[config.mk]
export PLATFORM = sky130hd
export DESIGN_NAME = ksct_front
export DESIGN_NICKNAME = d
export VERILOG_FILES = /design/src/rtl/ksct_pkg.sv /design/src/rtl/ksct_front.sv
export SDC_FILE = /design/constraint.sdc
export NUM_CORES = 1
export LEC_CHECK = 0
export ABC_CLOCK_PERIOD_IN_PS = 5700
export BUFFER_PORTS_ARGS = -buffer_cell sky130_fd_sc_hd__buf_2
export CORE_ASPECT_RATIO = 0.75
export CORE_UTILIZATION = 41
export DETAILED_ROUTE_END_ITERATION = 7
export PLACE_DENSITY = 0.66
export SKIP_CTS_REPAIR_TIMING = 1
export SLEW_MARGIN = 20
export SYNTH_ARGS = -nofsm -noshare
export SYNTH_HDL_FRONTEND = slang
export SYNTH_SLANG_ARGS = --single-unit
[constraint.sdc]
create_clock -name aclk -period 5.7 [get_ports aclk]
set_input_delay 1.14 -clock aclk [delete_from_list [all_inputs] [get_ports aclk]]
set_output_delay 1.14 -clock aclk [all_outputs]
set_load 0.02 [all_outputs]
[src/rtl/ksct_pkg.sv]
// ----------------------------------------------------------------------------
// ksct_pkg
// Shared types and constants for the k-mer sort-and-count table.
// ----------------------------------------------------------------------------
package ksct_pkg;

    localparam int CAPACITY = 4096;
    localparam int AW       = $clog2(CAPACITY);   // memory address bits
    localparam int CW       = AW + 1;             // fill counts, run counts
    localparam int PW       = AW + 2;             // merge bounds, base + 2 * width
    localparam int KW       = 128;                // {high, low} key
    localparam int IW       = 12;                 // index field
    localparam int STW      = 2;

    localparam logic [2:0] OPC_INSERT = 3'd0;
    localparam logic [2:0] OPC_BUILD  = 3'd1;
    localparam logic [2:0] OPC_QUERY  = 3'd2;
    localparam logic [2:0] OPC_CLEAR  = 3'd3;
    localparam logic [2:0] OPC_READ   = 3'd4;

    localparam logic [STW-1:0] STAT_OK    = 2'd0;
    localparam logic [STW-1:0] STAT_FULL  = 2'd1;
    localparam logic [STW-1:0] STAT_RANGE = 2'd2;

    typedef enum logic [2:0] {
        OP_INSERT,
        OP_BUILD,
        OP_QUERY,
        OP_CLEAR,
        OP_READ,
        OP_NONE
    } op_t;

    typedef struct packed {
        op_t           op;
        logic [KW-1:0] key;
        logic [IW-1:0] index;
    } q_item_t;

    typedef enum logic [3:0] {
        ST_IDLE,
        ST_RD_WAIT,
        ST_Q_RD,
        ST_Q_CMP,
        ST_M_SETUP,
        ST_M_RD,
        ST_M_CMP,
        ST_C_RD,
        ST_C_CMP,
        ST_C_END
    } state_t;

    function automatic op_t decode_op(input logic [2:0] code);
        op_t r;
        case (code)
            OPC_INSERT: r = OP_INSERT;
            OPC_BUILD:  r = OP_BUILD;
            OPC_QUERY:  r = OP_QUERY;
            OPC_CLEAR:  r = OP_CLEAR;
            OPC_READ:   r = OP_READ;
            default:    r = OP_NONE;
        endcase
        return r;
    endfunction

endpackage

[src/rtl/ksct_front.sv]
// ----------------------------------------------------------------------------
// ksct_front
// Accepts input items, decodes the operation and queues them (two deep).
// ----------------------------------------------------------------------------
module ksct_front (
    input  logic               aclk,
    input  logic               aresetn,
    input  logic               s_tvalid,
    output logic               s_tready,
    input  logic [143:0]       s_tdata,
    input  logic [2:0]         s_tuser,
    output logic               q_valid,
    output ksct_pkg::q_item_t  q_item,
    input  logic               q_pop
);

    ksct_pkg::q_item_t fifo_reg [2];
    logic       wr_ptr_reg, wr_ptr_next;
    logic       rd_ptr_reg, rd_ptr_next;
    logic [1:0] cnt_reg, cnt_next;
    logic       push, pop;
    ksct_pkg::q_item_t in_item;

    assign s_tready = (cnt_reg != 2'd2);
    assign push     = s_tvalid && s_tready;
    assign q_valid  = (cnt_reg != 2'd0);
    assign pop      = q_pop && q_valid;
    assign q_item   = fifo_reg[rd_ptr_reg];

    always_comb begin
        in_item.op    = ksct_pkg::decode_op(s_tuser);
        in_item.key   = {s_tdata[63:0], s_tdata[127:64]};
        in_item.index = s_tdata[139:128];
        wr_ptr_next   = push ? ~wr_ptr_reg : wr_ptr_reg;
        rd_ptr_next   = pop ? ~rd_ptr_reg : rd_ptr_reg;
        cnt_next      = cnt_reg + {1'b0, push} - {1'b0, pop};
    end

    always_ff @(posedge aclk) begin
        if (!aresetn) begin
            wr_ptr_reg <= 1'b0;
            rd_ptr_reg <= 1'b0;
            cnt_reg    <= 2'd0;
        end else begin
            wr_ptr_reg <= wr_ptr_next;
            rd_ptr_reg <= rd_ptr_next;
            cnt_reg    <= cnt_next;
        end
    end

    always_ff @(posedge aclk) begin
        if (push) begin
            fifo_reg[wr_ptr_reg] <= in_item;
        end
    end

endmodule

; ---- Yosys cells after proc, flatten, opt, wreduce, memory -nomap -nowiden
; Memory sizes are Yosys's and may differ from the RTL's. A register that Yosys moved wholly into a read port is not among the register bits.
; Index checks and enable logic that the tools add are counted.
[totals]
reg_bits = 4
ram_bits = 286
n_memories = 1
word_cells = 22
[mem_list]
columns = name, depth, word_bits, read_ports, rd_ports_with_merged_regs, write_ports, line_no
row1 = fifo_reg, 2, 143, 1, 1, 1, ksct_front.sv:17  ; ksct_pkg::q_item_t fifo_reg [2];
[classes]
bitwise = 2
muxes = 5
eq_ne = 5
n_addsub = 2
reduce_logical = 4
[op_table]
columns = op, count
row1 = 3-bit case mux with 5 select lines, 1
row2 = 3-bit by 2-bit == test with 1-bit output (second input constant), 2
row3 = 1-bit 2-to-1 mux, 4
row4 = 3-bit by 1-bit == test with 1-bit output (second input constant), 1
row5 = 3-bit == test (second input constant), 1
row6 = 3-bit logical NOT, 1
row7 = 2-bit by 1-bit adder with 2-bit output, 1
row8 = 1-bit logical AND, 2
row9 = 2-bit inequality test (second input constant), 1
row10 = 1-bit inverter, 2
row11 = 2-bit nonzero test, 1
row12 = 2-bit by 1-bit subtractor with 2-bit output, 1

; ---- Logic depth before layout (Yosys ltp)
[logic_depth]
word_depth = 4
ltp_mapped = 6
ltp_nobuf = 6

; ---- Worst setup path before layout
; No wires, ideal clock.
[synth_timing]
kind = input-to-reg
startpoint = input s_tvalid
endpoint = memory fifo_reg[1][0] (netlist bit) (enable)
path_stages = 1
n_path_buf = 0
slack_ns = 0.705
arrival_time_ns = 4.475
setup_ns = 0.521
t_required_ns = 5.179
path_cell_list = and3_1
[synth_via]
elab_chain_len = 3
[synth_lines]
columns = element, line_no
row1 = from (decl), ksct_front.sv:8  ; input logic s_tvalid,
row2 = 1-bit logical AND, ksct_front.sv:25  ; assign push = s_tvalid && s_tready;
row3 = 1-bit 2-to-1 mux, ksct_front.sv:52  ; if (push) begin
row4 = 1-bit 2-to-1 mux (not written as such), ksct_front.sv:53  ; fifo_reg[wr_ptr_reg] <= in_item;
row5 = to (decl), ksct_front.sv:17
; Every way passes these cells.

==> impl_metrics.py <==
metrics = {
    "outcome": {
        "status": "finished clean",
    },
    "clocking": {
        "cts_buffer_depth": 3,
        "htreeDepth": 1,
        "cts_root_buf": "clkbuf_16",
        "cts_sinks": 291,
        "cts_tree": "built",
        "cts_inserted_buffers": 29,
        "clkLatencyLatePin_ns": 0.52,
        "clk_pin_slew_ns": 0.06,
    },
    "routing": {
        "drt_iter0_drc": 241,
        "wl_mm": 19.9,
        "num_vias": 5368,
        "via_per_inst": 4.68,
        "antenna_left": 0,
        "post-route-drc-count": 0,
        "drtPass1Iterations": 4,
        "wl_per_cell_um": 17.4,
    },
    "setup_path": {
        "cpPeakStageDelay_ns": 0.69,
        "path_cells": "buf_4 > mux2_2 > buf_2",
        "critPathSlowestCell": "dfxtp_4",
        "r2r-start": "cnt_reg[0]$_SDFF_PN0_",
        "critPathKind": "register to primary output",
        "crit-reg2reg-capture": "fifo_reg[1][114]$_DFFE_PP_",
        "critPathCaptureType": "primary output",
        "cp_max_fo": 40,
        "reg2reg_slack_ns": 3.27,
        "arrival_ns": 2.54,
        "worst_setup_path_start_kind": "register",
        "reg2regPathDepth": 3,
        "required_ns": 4.56,
    },
    "worst_hold_path": {
        "hold_path_class": "register to register",
        "hold_depth": 2,
        "hp-start": "rd_ptr_reg$_SDFFE_PN0P_",
    },
    "power": {
        "internal_power_uw": 4230,
        "p_per_area_mw_per_mm2": 428,
        "ir_worst_vdd_mv": 0.271,
        "p_sw_uw": 1580,
        "seq_power_share_pct": 46.2,
        "power_frac_comb_pct": 23.7,
        "clkPwrFrac_pct": 30.1,
        "p_leak_uw": 0.00517,
        "p_sw_share_pct": 27.2,
    },
    "die": {
        "die_w_um": 190,
        "fp.coreArea_mm2": 0.0260,
        "fp-row-count": 51,
        "num_io_pins": 296,
        "initial_core_util_pct": 41.8,
        "dieArea_mm2": 0.0272,
        "die_h_um": 143,
    },
    "final_layout": {
        "final_cell_mix": "buf_2, edfxtp_1, mux2_2",
        "nNetsFinal": 938,
        "drive_gt1_share_pct": 60.1,
        "final_common_cell": "buf_2",
        "largest_register_ffs": 286,
        "fin_cells": 1148,
        "area_delta_synth_final_pct": 24.9,
    },
    "synthesis": {
        "synth_nets": 629,
        "yosysUniqueCellTypes": 26,
        "synth_cells": 477,
        "synth_compound_area_share_pct": 0.564,
        "yosysSeqAreaShare_pct": 79.9,
        "synth_top_family_by_area": "multiplexers",
        "synthesis.area_mm2": 0.0109,
        "avgSynthCellArea_um2": 22.8,
        "synth-xor-area-share_pct": 0.0805,
        "synthMuxAreaShare_pct": 17.3,
        "yosys.area_share.simple_pct": 0.736,
        "yosys_warnings": 0,
        "synthAdderAreaFrac_pct": 0.115,
        "ys_ff_latch": 291,
    },
    "grt": {
        "track_usage_pct": 13.8,
        "grt_pass1_wl_mm": 29.1,
        "grt_max_degree": 78,
        "grt_pass1_vias": 5337,
        "grt_overflow_total": 0,
        "antenna_found_initial": 3,
    },
    "placement": {
        "dp_hpwl_mm": 13.0,
        "place.gp.congestion": 0.711,
        "io_buffers": 291,
        "dp.cells": 1099,
    },
    "sta": {
        "max_freq_mhz": 271,
        "relSlewSlack_pct": 34.2,
        "fin_crit_sh_pct": 64.6,
        "setup_viol": 0,
        "tightestPinTransition_ns": 0.988,
        "slew_viol_final": 0,
        "min_period_ns": 3.68,
        "setup-tns-final_ns": 0,
        "finClkSkew_ns": 0.00672,
        "hold_viol": 0,
        "fin_hold_ws_ns": 0.573,
        "rsz0062_at_grt": "false",
    },
    "flow_run": {
        "maxCapViolCount": 0,
    },
}
synth_stat cells:
cell,number,area (um^2)
nand2_1,1,3.75
nand3_1,1,5.00
nor2_1,2,7.51
and3_1,1,6.26
mux2_4,70,1050
inv_1,1,3.75
a21bo_2,2,20.0
mux2i_1,1,10.0
nand3b_1,1,7.51
buf_2,7,35.0
mux2_2,73,822
a32oi_1,1,8.76
xnor2_1,1,8.76
a21boi_0,1,7.51
nand2b_1,2,12.5
edfxtp_1,286,8590
a21o_1,1,7.51
or2_2,1,6.26
clkbuf_1,1,3.75
o21ai_0,2,10.0
a211oi_1,1,7.51
and2_1,3,18.8
dfxtp_1,5,100
nor2b_1,2,12.5
buf_6,9,101
ha_1,1,12.5
worst max-delay path by stage:
| stage | from | end | slack (ns) | depth (start not counted) |
|---|---|---|---|---|
| floorplan | s_tvalid | fifo_reg[1][0]$_DFFE_PP_ | 0.70 | 1 |
| finish | register | q_item[142] | 2.02 | 3 |
| CTS | register | q_item[142] | 1.96 | 3 |
| detailed placement | register | q_item[142] | 2.54 | 3 |
| global route | register | q_item[142] | 1.89 | 3 |
| global placement | register | q_item[142] | 2.54 | 3 |
layer usage:
metal	up-vias	wire, um	GRT usage (%)
met2	202	9260	21.8
met4	2	467	3.78
met1	2617	8340	17.9
met3	34	1860	5.16
met5	-	11	0
li1	2513	-	-
worst max-delay path: cells and delay by family (launching register included):
family | cells | cell delay, ns
buf+inv | 2 | 0.82
flops | 1 | 0.69
mux | 1 | 0.42
power groups by stage:
stage          combinational [uW]  sequential, uW  clock (uW)
6_report                     1370            2690        1750
5_1_grt                      1460            2710        1870
4_1_cts                      1400            2690        1810
3_5_place_dp                 1390            2730           0
3_3_place_gp                 1390            2720           0
2_1_floorplan                1030            2710           0
final cells by class:
| type | count | area, um^2 |
|---|---|---|
| inverters | 1 | 8.76 |
| well taps | 344 | 430 |
| multi-input cells | 168 | 2050 |
| repair buffers | 295 | 1520 |
| flip-flops and latches | 291 | 8690 |
| clock buffers | 41 | 821 |
| clock inverters | 6 | 52.6 |
| diodes | 2 | 5.00 |
| fillers | 2127 | 12500 |
cell families after synthesis:
kind of cell,count (synthesis)
XOR/XNOR,1
AO/OA/AOI/OAI,8
multiplexers,144
buffers and inverters,18
adder cells (fa/ha/maj),1
AND/OR/NAND/NOR,14
flip-flops,291
through the flow:
step | setup WS (ns) | total power, uW | instance area (um^2) | utilization, %
6_report | 2.02 | 5810 | 13600 | 52.2
5_1_grt | 1.89 | 6040 | 13600 | 52.2
4_1_cts | 1.96 | 5900 | 13600 | 52.2
3_5_place_dp | 2.54 | 4120 | 12700 | 48.8
3_3_place_gp | 2.54 | 4110 | 12700 | 48.8
2_1_floorplan | 0.705 | 3740 | 10900 | -
(Power assumes the default switching activity.)
